$ cat src/sv/hpa_pkg.sv
`timescale 1ns / 1ps
`default_nettype none

package hpa_pkg;

    localparam int SLOTS    = 64;
    localparam int ID_WIDTH = 16;
    localparam int SLOT_W   = $clog2(SLOTS);
    localparam int CNT_W    = $clog2(SLOTS + 1);
    localparam int TYPE_W   = 3;

    typedef enum logic [TYPE_W-1:0] {
        OP_CREATE   = 3'd0,
        OP_FREE     = 3'd1,
        OP_EXISTS   = 3'd2,
        OP_LOOKUP   = 3'd3,
        OP_FIRST    = 3'd4,
        OP_NEXT     = 3'd5,
        OP_HAS_NEXT = 3'd6,
        OP_FREE_ALL = 3'd7
    } op_t;

    typedef enum logic [2:0] {
        ST_IDLE,
        ST_POP,
        ST_SCAN,
        ST_QRES,
        ST_FREE,
        ST_CLR
    } state_t;

    typedef struct packed {
        logic load;
        logic pop;
        logic scan;
        logic qres;
        logic free_step;
        logic free_done;
        logic clr_step;
        logic clr_done;
    } cmd_t;

    typedef struct packed {
        logic match_any;
        logic live_any;
    } stat_t;

endpackage

`default_nettype wire

$ cat src/sv/hpa_ram.sv
`timescale 1ns / 1ps
`default_nettype none

module hpa_ram #(
    parameter int WIDTH = 8,
    parameter int DEPTH = 64,
    localparam int AW = $clog2(DEPTH)
) (
    input  wire logic             clk,
    input  wire logic             we,
    input  wire logic [AW-1:0]    waddr,
    input  wire logic [WIDTH-1:0] wdata,
    input  wire logic [AW-1:0]    raddr,
    output logic      [WIDTH-1:0] rdata
);

    logic [WIDTH-1:0] mem [DEPTH];

    always_ff @(posedge clk)
    begin
        if (we)
        begin
            mem[waddr] <= wdata;
        end
        rdata <= mem[raddr];
    end

endmodule

`default_nettype wire

$ cat src/sv/hpa_ctrl.sv
`timescale 1ns / 1ps
`default_nettype none

module hpa_ctrl
    import hpa_pkg::*;
(
    input  wire logic              clk,
    input  wire logic              rst_n,
    input  wire logic              start,
    input  wire logic [TYPE_W-1:0] req_type,
    input  wire stat_t             stat,
    output logic                   busy,
    output cmd_t                   cmd
);

    state_t state_reg;
    state_t state_next;
    op_t    op_in;

    assign op_in = op_t'(req_type);

    always_ff @(posedge clk or negedge rst_n)
    begin
        if (!rst_n)
        begin
            state_reg <= ST_IDLE;
        end
        else
        begin
            state_reg <= state_next;
        end
    end

    always_comb
    begin
        state_next = state_reg;
        unique case (state_reg)
            ST_IDLE:
            begin
                if (start)
                begin
                    unique case (op_in)
                        OP_CREATE:   state_next = ST_POP;
                        OP_FREE:     state_next = ST_FREE;
                        OP_FREE_ALL: state_next = ST_CLR;
                        default:     state_next = ST_SCAN;
                    endcase
                end
            end
            ST_POP:  state_next = ST_IDLE;
            ST_SCAN: state_next = ST_QRES;
            ST_QRES: state_next = ST_IDLE;
            ST_FREE:
            begin
                if (!stat.match_any)
                begin
                    state_next = ST_IDLE;
                end
            end
            ST_CLR:
            begin
                if (!stat.live_any)
                begin
                    state_next = ST_IDLE;
                end
            end
            default: state_next = ST_IDLE;
        endcase
    end

    always_comb
    begin
        cmd  = '0;
        busy = 1'b1;
        unique case (state_reg)
            ST_IDLE:
            begin
                busy     = 1'b0;
                cmd.load = start;
            end
            ST_POP:  cmd.pop  = 1'b1;
            ST_SCAN: cmd.scan = 1'b1;
            ST_QRES: cmd.qres = 1'b1;
            ST_FREE:
            begin
                cmd.free_step = stat.match_any;
                cmd.free_done = !stat.match_any;
            end
            ST_CLR:
            begin
                cmd.clr_step = stat.live_any;
                cmd.clr_done = !stat.live_any;
            end
            default: busy = 1'b1;
        endcase
    end

endmodule

`default_nettype wire

$ cat src/sv/hpa_dp.sv
`timescale 1ns / 1ps
`default_nettype none

module hpa_dp
    import hpa_pkg::*;
(
    input  wire logic                clk,
    input  wire logic                rst_n,
    input  wire cmd_t                cmd,
    input  wire logic [TYPE_W-1:0]   req_type,
    input  wire logic [ID_WIDTH-1:0] req_id,
    output stat_t                    stat,
    output logic                     done,
    output logic                     found,
    output logic [SLOT_W-1:0]        slot,
    output logic [ID_WIDTH-1:0]      slot_handle,
    output logic [CNT_W-1:0]         live_count
);

    op_t                 op_reg, op_next;
    logic [ID_WIDTH-1:0] id_reg, id_next;
    logic [SLOTS-1:0]    valid_reg, valid_next;
    logic [SLOTS-1:0]    stk_vld_reg, stk_vld_next;
    logic [ID_WIDTH-1:0] ident_reg [SLOTS];
    logic [CNT_W-1:0]    depth_reg, depth_next;
    logic [ID_WIDTH-1:0] counter_reg, counter_next;
    logic [CNT_W-1:0]    live_reg, live_next;
    logic [CNT_W-1:0]    cursor_reg, cursor_next;
    logic [SLOT_W-1:0]   hit_reg, hit_next;
    logic                hit_any_reg, hit_any_next;
    logic                freed_any_reg, freed_any_next;
    logic [SLOT_W-1:0]   first_reg, first_next;
    logic                done_reg, done_next;
    logic                found_reg, found_next;
    logic [SLOT_W-1:0]   slot_reg, slot_next;
    logic [ID_WIDTH-1:0] handle_reg, handle_next;

    logic [SLOTS-1:0]    match_vec;
    logic [SLOTS-1:0]    scan_vec;
    logic [SLOT_W-1:0]   scan_hit;
    logic [SLOT_W-1:0]   free_hit;
    logic [SLOT_W-1:0]   clr_hit;
    logic [SLOT_W-1:0]   pop_idx;
    logic [SLOT_W-1:0]   pop_slot;
    logic [SLOT_W-1:0]   stk_rdata;
    logic                stk_we;
    logic [SLOT_W-1:0]   stk_wdata;
    logic                ident_we;
    logic [ID_WIDTH-1:0] ident_rdata;

    function automatic logic [SLOT_W-1:0] lowest(input logic [SLOTS-1:0] v);
        logic [SLOT_W-1:0] r;
        r = '0;
        for (int i = SLOTS - 1; i >= 0; i--)
        begin
            if (v[i])
            begin
                r = SLOT_W'(i);
            end
        end
        return r;
    endfunction

    function automatic logic [SLOT_W-1:0] highest(input logic [SLOTS-1:0] v);
        logic [SLOT_W-1:0] r;
        r = '0;
        for (int i = 0; i < SLOTS; i++)
        begin
            if (v[i])
            begin
                r = SLOT_W'(i);
            end
        end
        return r;
    endfunction

    always_comb
    begin
        for (int i = 0; i < SLOTS; i++)
        begin
            match_vec[i] = valid_reg[i] && (ident_reg[i] == id_reg);
            unique case (op_reg)
                OP_EXISTS, OP_LOOKUP: scan_vec[i] = match_vec[i];
                OP_FIRST:             scan_vec[i] = valid_reg[i];
                default:              scan_vec[i] = valid_reg[i] && (CNT_W'(i) >= cursor_reg);
            endcase
        end
    end

    assign scan_hit = lowest(scan_vec);
    assign free_hit = lowest(match_vec);
    assign clr_hit  = highest(valid_reg);

    assign stat.match_any = |match_vec;
    assign stat.live_any  = |valid_reg;

    // The top of the free list sits at one below the depth; entries never
    // written since reset hold their initial slot number.
    assign pop_idx  = SLOT_W'(depth_reg - CNT_W'(1));
    assign pop_slot = stk_vld_reg[pop_idx] ? stk_rdata : (SLOT_W'(SLOTS - 1) - pop_idx);

    assign stk_we    = cmd.free_step || cmd.clr_step;
    assign stk_wdata = cmd.free_step ? free_hit : clr_hit;
    assign ident_we  = cmd.pop && (depth_reg != '0);

    hpa_ram #(
        .WIDTH (SLOT_W),
        .DEPTH (SLOTS)
    ) u_stack_ram (
        .clk   (clk),
        .we    (stk_we),
        .waddr (depth_reg[SLOT_W-1:0]),
        .wdata (stk_wdata),
        .raddr (pop_idx),
        .rdata (stk_rdata)
    );

    hpa_ram #(
        .WIDTH (ID_WIDTH),
        .DEPTH (SLOTS)
    ) u_ident_ram (
        .clk   (clk),
        .we    (ident_we),
        .waddr (pop_slot),
        .wdata (counter_reg),
        .raddr (scan_hit),
        .rdata (ident_rdata)
    );

    always_comb
    begin
        op_next        = op_reg;
        id_next        = id_reg;
        valid_next     = valid_reg;
        stk_vld_next   = stk_vld_reg;
        depth_next     = depth_reg;
        counter_next   = counter_reg;
        live_next      = live_reg;
        cursor_next    = cursor_reg;
        hit_next       = hit_reg;
        hit_any_next   = hit_any_reg;
        freed_any_next = freed_any_reg;
        first_next     = first_reg;
        done_next      = 1'b0;
        found_next     = found_reg;
        slot_next      = slot_reg;
        handle_next    = handle_reg;

        if (cmd.load)
        begin
            op_next        = op_t'(req_type);
            id_next        = req_id;
            freed_any_next = 1'b0;
        end

        if (cmd.pop)
        begin
            done_next   = 1'b1;
            found_next  = 1'b0;
            slot_next   = '0;
            handle_next = '0;
            if (depth_reg != '0)
            begin
                valid_next[pop_slot] = 1'b1;
                depth_next           = depth_reg - CNT_W'(1);
                counter_next         = counter_reg + ID_WIDTH'(1);
                live_next            = live_reg + CNT_W'(1);
                found_next           = 1'b1;
                slot_next            = pop_slot;
                handle_next          = counter_reg;
            end
        end

        if (cmd.scan)
        begin
            hit_next     = scan_hit;
            hit_any_next = |scan_vec;
        end

        if (cmd.qres)
        begin
            done_next   = 1'b1;
            found_next  = hit_any_reg;
            slot_next   = hit_any_reg ? hit_reg : '0;
            handle_next = hit_any_reg ? ident_rdata : '0;
            if (hit_any_reg && (op_reg == OP_LOOKUP || op_reg == OP_FIRST ||
                                op_reg == OP_NEXT))
            begin
                cursor_next = CNT_W'(hit_reg) + CNT_W'(1);
            end
        end

        if (cmd.free_step)
        begin
            valid_next[free_hit]                  = 1'b0;
            stk_vld_next[depth_reg[SLOT_W-1:0]]   = 1'b1;
            depth_next                            = depth_reg + CNT_W'(1);
            live_next                             = live_reg - CNT_W'(1);
            freed_any_next                        = 1'b1;
            if (!freed_any_reg)
            begin
                first_next = free_hit;
            end
        end

        if (cmd.free_done)
        begin
            done_next   = 1'b1;
            found_next  = freed_any_reg;
            slot_next   = freed_any_reg ? first_reg : '0;
            handle_next = freed_any_reg ? id_reg : '0;
        end

        if (cmd.clr_step)
        begin
            valid_next[clr_hit]                 = 1'b0;
            stk_vld_next[depth_reg[SLOT_W-1:0]] = 1'b1;
            depth_next                          = depth_reg + CNT_W'(1);
            live_next                           = live_reg - CNT_W'(1);
        end

        if (cmd.clr_done)
        begin
            done_next    = 1'b1;
            found_next   = 1'b1;
            slot_next    = '0;
            handle_next  = '0;
            counter_next = '0;
            cursor_next  = '0;
            live_next    = '0;
        end
    end

    always_ff @(posedge clk or negedge rst_n)
    begin
        if (!rst_n)
        begin
            valid_reg     <= '0;
            stk_vld_reg   <= '0;
            depth_reg     <= CNT_W'(SLOTS);
            counter_reg   <= '0;
            live_reg      <= '0;
            cursor_reg    <= '0;
            hit_any_reg   <= 1'b0;
            freed_any_reg <= 1'b0;
            done_reg      <= 1'b0;
        end
        else
        begin
            valid_reg     <= valid_next;
            stk_vld_reg   <= stk_vld_next;
            depth_reg     <= depth_next;
            counter_reg   <= counter_next;
            live_reg      <= live_next;
            cursor_reg    <= cursor_next;
            hit_any_reg   <= hit_any_next;
            freed_any_reg <= freed_any_next;
            done_reg      <= done_next;
        end
    end

    always_ff @(posedge clk)
    begin
        op_reg     <= op_next;
        id_reg     <= id_next;
        hit_reg    <= hit_next;
        first_reg  <= first_next;
        found_reg  <= found_next;
        slot_reg   <= slot_next;
        handle_reg <= handle_next;
        if (ident_we)
        begin
            ident_reg[pop_slot] <= counter_reg;
        end
    end

    assign done        = done_reg;
    assign found       = found_reg;
    assign slot        = slot_reg;
    assign slot_handle = handle_reg;
    assign live_count  = live_reg;

endmodule

`default_nettype wire

$ cat src/sv/handle_pool_allocator.sv
`timescale 1ns / 1ps
`default_nettype none

// Handle pool allocator: a pool of 64 slots with a last-in first-out free list
// and a wrapping 16-bit id counter. A request word is taken when start is high
// and busy is low, and exactly one result word follows, shown for a single
// cycle with done high in the same cycle that busy drops; the receiver cannot
// hold it off, so it must capture the word in that cycle. A create passes
// through the pop state before the next accept, while exists, lookup, first,
// next and has_next pass through the scan and result states, since the
// live-slot scan is registered before the id memory is read. A free and a
// free-all stay busy until every matching slot, or every live slot, has been
// released, because the free list memory has one write port and takes one
// released slot per cycle. No clearing pass is needed after reset.
module handle_pool_allocator
    import hpa_pkg::*;
(
    input  wire logic                clk,
    input  wire logic                rst_n,
    input  wire logic                start,
    output logic                     busy,
    input  wire logic [TYPE_W-1:0]   req_type,
    input  wire logic [ID_WIDTH-1:0] req_id,
    output logic                     done,
    output logic                     found,
    output logic [SLOT_W-1:0]        slot,
    output logic [ID_WIDTH-1:0]      slot_handle,
    output logic [CNT_W-1:0]         live_count
);

    cmd_t  cmd;
    stat_t stat;

    hpa_ctrl u_ctrl (
        .clk      (clk),
        .rst_n    (rst_n),
        .start    (start),
        .req_type (req_type),
        .stat     (stat),
        .busy     (busy),
        .cmd      (cmd)
    );

    hpa_dp u_dp (
        .clk         (clk),
        .rst_n       (rst_n),
        .cmd         (cmd),
        .req_type    (req_type),
        .req_id      (req_id),
        .stat        (stat),
        .done        (done),
        .found       (found),
        .slot        (slot),
        .slot_handle (slot_handle),
        .live_count  (live_count)
    );

endmodule

`default_nettype wire

$ cat config.mk
export PLATFORM = sky130hd
export DESIGN_NAME = handle_pool_allocator
export DESIGN_NICKNAME = d
export VERILOG_FILES = /design/src/sv/hpa_pkg.sv /design/src/sv/hpa_ram.sv /design/src/sv/hpa_ctrl.sv /design/src/sv/hpa_dp.sv /design/src/sv/handle_pool_allocator.sv
export SDC_FILE = /design/constraint.sdc
export NUM_CORES = 2
export LEC_CHECK = 0
export BUFFER_PORTS_ARGS = -buffer_cell sky130_fd_sc_hd__buf_2
export CAP_MARGIN = 25
export CORE_MARGIN = 4
export CORE_UTILIZATION = 35
export CTS_CLUSTER_SIZE = 20
export DETAILED_ROUTE_END_ITERATION = 8
export PLACE_DENSITY = 0.6
export SKIP_CTS_REPAIR_TIMING = 1
export SLEW_MARGIN = 20
export SYNTH_ARGS = -nofsm -noshare
export SYNTH_HDL_FRONTEND = slang
export SYNTH_SLANG_ARGS = --single-unit
$ cat constraint.sdc
create_clock -name clk -period 7.5 [get_ports clk]
set_input_delay 0.75 -clock clk [delete_from_list [all_inputs] [get_ports clk]]
set_output_delay 0.75 -clock clk [all_outputs]
set_load 0.1 [all_outputs]
# == Word-level counts from Yosys, hierarchy flattened ==
# Memories as Yosys holds them, arrays and structs flattened. A register that Yosys moved wholly into a read port is not among the register bits.
# Cells that the tools add are included.
# word_totals
regBits,225
latch_bits,0
mem_bits_rw,2432
rom_bits,0
out_inout_bits,32
mem_count,3
# memory_table
memory,words,width,read_ports,rd_clocked_by_memory_dff,write_ports,line,source
u_dp.ident_reg,64,16,64,0,1,hpa_dp.sv:24,logic [ID_WIDTH-1:0] ident_reg [SLOTS];
u_dp.u_ident_ram.mem,64,16,1,1,1,hpa_ram.sv:17,logic [WIDTH-1:0] mem [DEPTH];
u_dp.u_stack_ram.mem,64,6,1,1,1,hpa_ram.sv:17,
# classes
add_sub_neg,7
n_mul,0
div,0
magnitude_cmp,73
n_eq_ne,78
shift,0
n_mux,326
bitwise_logic,8
reduce_logical,162
# ops
operator,n
16-bit == test,64
6-bit two-way mux,168
64-bit two-way mux,6
6-bit by 7-bit greater-or-equal comparator with 1-bit output (first input constant),32
64-bit bitwise OR,3
64-bit OR reduction,3
16-bit two-way mux,9
1-bit logical AND,134
64-bit bitwise AND,2
64-bit inverter,2
1-bit case mux with 2 select lines,64
5-bit by 7-bit greater-or-equal comparator with 1-bit output (first input constant),16
7-bit two-way mux,12
5-bit two-way mux,16
4-bit by 7-bit greater-or-equal comparator with 1-bit output (first input constant),8
6-bit by 7-bit less-than comparator with 1-bit output (second input constant),5
4-bit two-way mux,8
3-bit by 7-bit greater-or-equal comparator with 1-bit output (first input constant),4
1-bit two-way mux,25
1-bit demux with 6-bit select,4
6-bit by 1-bit greater-or-equal comparator with 1-bit output (second input constant),4
3-bit two-way mux,7
16-bit by 1-bit adder with 16-bit output (second input constant),1
3-bit == test (second input constant),5
24 further kinds,52

# == Depth between registers and ports, before layout ==
# An unclocked memory read counts as a cell.
# logic_depth
depth_word,76
ltp_mapped,23

# == By module ==
# A second synthesis with hierarchy kept.
# hier_totals
hier_cells,7599
area_unflattened_um2,117285.0
# modules_own_cells
mod,instances,cells_per_inst,area_each_um2,seq_area_each_um2
hpa_dp,1,5020,61750.5,36346.1
hpa_ram (u_dp.u_ident_ram),1,1829,40042.2,31069.8
hpa_ram (u_dp.u_stack_ram),1,720,15225.9,11651.2
hpa_ctrl,1,30,266.5,75.1

# == Worst setup path after synthesis ==
# Ideal clock, no wire load.
# synth_path
path_kind,register to register
start,reg u_dp.depth_reg[0]
end,reg u_dp.valid_reg[23]
setup_time_ps,65
arrival_ps,6871
t_required_ps,7435
path_slack_ps,565
stages_incl_launch_ff,22
synth_period_minus_slack_ps,6935
cell_sequence,dfrtp_1 > buf_1 > buf_2 > clkbuf_1 > buf_1 > clkbuf_1 > inv_1 > ha_1 > clkbuf_1 > clkbuf_1 > mux4_2 > mux2_2 > nand2_1 > o211ai_1 > o21ai_0 > a21boi_1 > mux2_2 > or3_1 > clkbuf_1 > nor2_1 > o32a_1 > o21a_1
# synth_between
elab_chain_cells,15
# synth_lines
element,line,source
start: declaration,hpa_dp.sv:25,"logic [CNT_W-1:0] depth_reg, depth_next;"
start signal: assignment,hpa_dp.sv:240,depth_reg <= CNT_W'(SLOTS);
start signal: assignment,hpa_dp.sv:252,depth_reg <= depth_next;
7-bit by 1-bit subtractor with 7-bit output,hpa_dp.sv:99,assign pop_idx = SLOT_W'(depth_reg - CNT_W'(1));
1-bit binary-select mux with 6-bit select,hpa_dp.sv:100,assign pop_slot = stk_vld_reg[pop_idx] ? stk_rdata : (SLOT_W'(SLOTS - 1) - pop_idx);
1-bit two-way mux (implied by the code),hpa_dp.sv:100,
6-bit two-way mux,hpa_dp.sv:100,
6-bit by 7-bit less-than comparator with 1-bit output (implied by the code) / 6-bit by 1-bit greater-or-equal comparator with 1-bit output (equally long branches),hpa_dp.sv:164,valid_next[pop_slot] = 1'b1;
1-bit logical AND (implied by the code),hpa_dp.sv:164,
1-bit two-way mux (implied by the code),hpa_dp.sv:164,
1-bit demux with 6-bit select,n/a,
64-bit bitwise OR (no source line),n/a,
64-bit two-way mux (*),hpa_dp.sv:162,if (depth_reg != '0)
64-bit two-way mux (*),hpa_dp.sv:156,if (cmd.pop)
64-bit bitwise AND (no source line),n/a,
64-bit two-way mux (*),hpa_dp.sv:193,if (cmd.free_step)
64-bit bitwise AND (no source line),n/a,
64-bit two-way mux (*),hpa_dp.sv:214,if (cmd.clr_step)
named net u_dp.valid_next[23],hpa_dp.sv:22,"logic [SLOTS-1:0] valid_reg, valid_next;"
end signal: assignment,hpa_dp.sv:250,valid_reg <= valid_next;
end: declaration,hpa_dp.sv:22,
# The timed path passes the listed nets; every way through them passes the cells marked *. The select of a mux whose other input is x is not followed.
# A chain may end at the register's enable or synchronous reset.

# == Worst setup path after layout ==
# layout_path
start,reg u_dp.id_reg[4]
end,"reg u_dp.u_ident_ram.rdata[4], read port of u_dp.u_ident_ram.mem"
# layout_between
elab_chain_cells,67
# layout_lines
element,line,source
start: declaration,hpa_dp.sv:21,"logic [ID_WIDTH-1:0] id_reg, id_next;"
start signal: assignment,hpa_dp.sv:265,id_reg <= id_next;
16-bit == test,hpa_dp.sv:81,match_vec[i] = valid_reg[i] && (ident_reg[i] == id_reg);
1-bit logical AND,hpa_dp.sv:81,
1-bit case mux with 2 select lines,hpa_dp.sv:82,unique case (op_reg)
6-bit two-way mux (63 in series),hpa_dp.sv:56,if (v[i])
6-bit two-way mux (*),hpa_dp.sv:56,
end: declaration,hpa_ram.sv:14,output logic [WIDTH-1:0] rdata
# Mark *: on every way between the ends. The rest lies on a longest branch, timed or not.

==> key figures <==
STA
  – Hold WS: 56.9 ps
  – Part of the cycle the worst path needs: 93.8%
  – TNS Setup: 0 ps
  – Fmax: between 100 and 150 MHz
  – Final setup viols: 0
  – Max-slew violation count: 0
  – RSZ-0062 raised after global routing: no
  – Slew @ Worst Pin: around 1100 ps
  – Fin crit period: 7040 ps
  – Setup Skew: about 100 ps
  – Hold Fails Final Rpt: 0
  – Max-slew headroom: between 20% and 30%

Final layout
  – Fillers: 23600
  – Post-Route Utilization: 40.8%
  – Biggest registers after layout: u_dp.u_ident_ram.mem x1024, u_dp.u_stack_ram.mem x384
  – Non-Filler Instances: 11300
  – Fraction of layout cells with a size suffix above 1: 15.9%
  – Reg with most FFs: u_dp.u_ident_ram.mem
  – Max reg flops: between 1000 and 1500
  – Final layout net count: 7848
  – P&R area growth vs syn: 15.6%

Drt
  – Met1 wire length: 167 mm
  – DR DRC count: 0
  – Met3 wire length: 53.0 mm
  – DRT Pass-1 Iters: 9
  – Routed via count: 72300
  – Final WL: 421 mm
  – Routed wire length per instance: approximately 37 um
  – ANT nets after route: 0
  – Highest Signal Layer: met5
  – Initial detailed-routing violation count: between 10000 and 15000
  – Routed met2 length: 174 mm
  – Vias/cell: roughly 6.4

Worst setup path
  – R2R Setup Slk: 460 ps
  – Setup CP Type: reg -> reg
  – RR Endpoint: u_dp.u_ident_ram.rdata[4]
  – Reg-to-Reg Start: u_dp.id_reg[4]
  – Worst setup path startpoint: u_dp.id_reg[4]
  – Worst-path maximum fanout: 31
  – Crit. End Element: flop
  – Critical path endpoint: u_dp.u_ident_ram.rdata[4]
  – R2R depth: 18
  – Worst Path Arrival: 7810 ps
  – CP startpoint kind: flop
  – WP data required: 8280 ps

Floorplan
  – Initial core utilization: 35.3%
  – Die height: 510 um
  – Die ar.: 260000 um2
  – I/O pin count: 54
  – CORE AREA: 250000 um2
  – # rows: 183
  – Die W: 510 um

Place
  – I/O Buffers: 53
  – Post-DP HPWL: about 300 mm
  – Gpl congestion: 1.07
  – Placed cell count: 11000

Clock tree
  – CTS Sinks: 1655
  – Clk pin slew, worst setup/hold paths: 70 ps
  – Clock root cell: clkbuf_16
  – Htree depth: 4
  – CTS tree: done
  – Clock buffer depth: 3
  – Worst-Skew Late Latency: between 900 and 1000 ps
  – Num CTS Buffers: 183

Synth
  – Asr flop ratio synth: about a tenth
  – Post-synth EDFFs: 1439
  – Top FF cell, synth: edfxtp_1
  – Syn Nets: 7535
  – Syn_area_per_cell: around 12 um2
  – Synth Instances: about 7500
  – Synth Register Bits: 1655
  – Cell area after synthesis: between 80000 and 90000 um2
  – Synth warn: 0
  – Post-synth cell types: approximately 120
  – Register area share after synthesis: 55.0%

Global route
  – First-pass GRT wire length: between 500 and 600 mm
  – Total GRT Usage: 31.5%
  – Largest net degree at the start of global routing: 91
  – Vias in the first global route: 68500
  – Total gr overflow: 0
  – Initial antenna violation count: 45

Job
  – Max cap viols: 0

Run status
  – Status: finished, final reports clean

Min path
  – Min-delay worst type: in -> reg
worst max-delay path: stages (launching register included):
cell	delay, ps
edfxtp_1	380
buf_12	250
buf_4	410
buf_4	300
xor2_1	180
nor4b_1	310
nand3_1	110
or4b_2	840
nor2_1	160
o31ai_1	110
o211ai_1	230
and2_2	720
nand3_4	360
nand2_8	230
buf_4	440
mux2i_1	160
a32oi_1	670
nand4b_1	520
o22ai_1	330
routing by layer:
layer	track usage, %	vias up
met3	10.1	1216
met2	45.2	5474
li1	-	29200
met4	16.3	14
met5	0	-
met1	42.4	36500
worst min-delay path by stage:
stage | from | endpoint | slack (ps) | cells past startpoint
6_report | req_id[5] | u_dp.id_reg[5] | 60 | 1
5_1_grt | req_id[5] | u_dp.id_reg[5] | 20 | 1
2_1_floorplan | u_dp.stk_vld_reg[13] | u_dp.stk_vld_reg[13] | 430 | 1
3_5_place_dp | u_dp.stk_vld_reg[35] | u_dp.stk_vld_reg[35] | 450 | 1
4_1_cts | rst_n | u_dp.stk_vld_reg[34] | -100 | 1
3_3_place_gp | u_dp.stk_vld_reg[40] | u_dp.stk_vld_reg[40] | 440 | 1
synth_stat cells (30+ instances only):
master     number  share of area [%]
xnor2_1       563                5.6
or4_1          57               0.49
mux2i_1       149                1.7
a211oi_1      126                1.1
and2_1         54               0.38
nand2_1       696                3.0
buf_2          71               0.40
a32oi_1        68               0.68
o21ai_0       221                1.3
mux4_2        112                2.9
xor2_1        496                4.9
edfxtp_1     1439                 49
nor4b_1        34               0.34
a21oi_1       223                1.3
a22oi_1        31               0.26
or2_2         101               0.72
o21a_1         40               0.34
nand2b_1       32               0.23
nand4_1       180                1.3
and3_1        136               0.97
buf_1          35               0.15
clkbuf_1      244                1.0
inv_1          68               0.29
nor2b_1        31               0.22
a32o_1         30               0.34
nor3_1        182                1.0
o2111ai_1      36               0.36
nor2_1        365                1.6
o22ai_1        55               0.39
a221o_1        69               0.78
buf_4          61               0.52
nor4_1        179                1.3
nand3_1       427                2.4
nand4b_1       50               0.50
a31oi_1        47               0.33
dfrtp_1       170                4.8
dfxtp_1        45                1.0
buf_6          72               0.92
logic make-up (layout without fill, tap and decap cells):
| group | Yosys count | in the layout | synth area share (%) |
|---|---|---|---|
| buffers and inverters | 561 | 1032 | 3.45 |
| xor gates and xnor gates | 1059 | 1059 | 10.5 |
| adders and majority gates | 7 | 7 | 0.0995 |
| and+or+nand+nor | 2701 | 2701 | 16.2 |
| DFF | 1655 | 1655 | 55.0 |
| muxes | 281 | 281 | 4.81 |
| other | 0 | 21 | 0 |
| AOI/OAI and AO/OA | 1242 | 1242 | 9.98 |
area by class of cell:
class | count | area (um2) | share of cell area (%)
repair buffers | 616 | 5380 | 5.29
clock buffers | 223 | 4790 | 4.71
inverters | 73 | 284 | 0.279
multi-input cells | 5290 | 37000 | 36.3
clock inverters | 120 | 1630 | 1.61
well taps | 3330 | 4170 | 4.10
diodes | 21 | 52.6 | 0.0516
flip-flops and latches | 1655 | 48500 | 47.6
metrics by stage:
step           worst slack, ps  area [um2]
2_1_floorplan              565       88000
3_3_place_gp               416       95200
3_5_place_dp               783       95200
4_1_cts                    736      102000
5_1_grt                    399      102000
6_report                   465      102000
cell usage in the layout, fill, tap and decap left out, types with 69 or more instances in the layout:
cell type and count:
mux2i_1 148, nand4_1 180, clkbuf_16 183, mux4_2 112, dfrtp_1 153, nand3_1 427, or2_2 102, edfxtp_1 1439
xnor2_1 560, nor3_1 180, o21ai_0 220, buf_4 485, and3_1 134, a221o_1 69, nor4_1 174, a21oi_1 220
a211oi_1 124, nor2_1 361, nand2_1 694, xor2_1 494
Power is not shown: default switching activity piles up to over one toggle a cycle in this logic, so the estimate is an artifact.
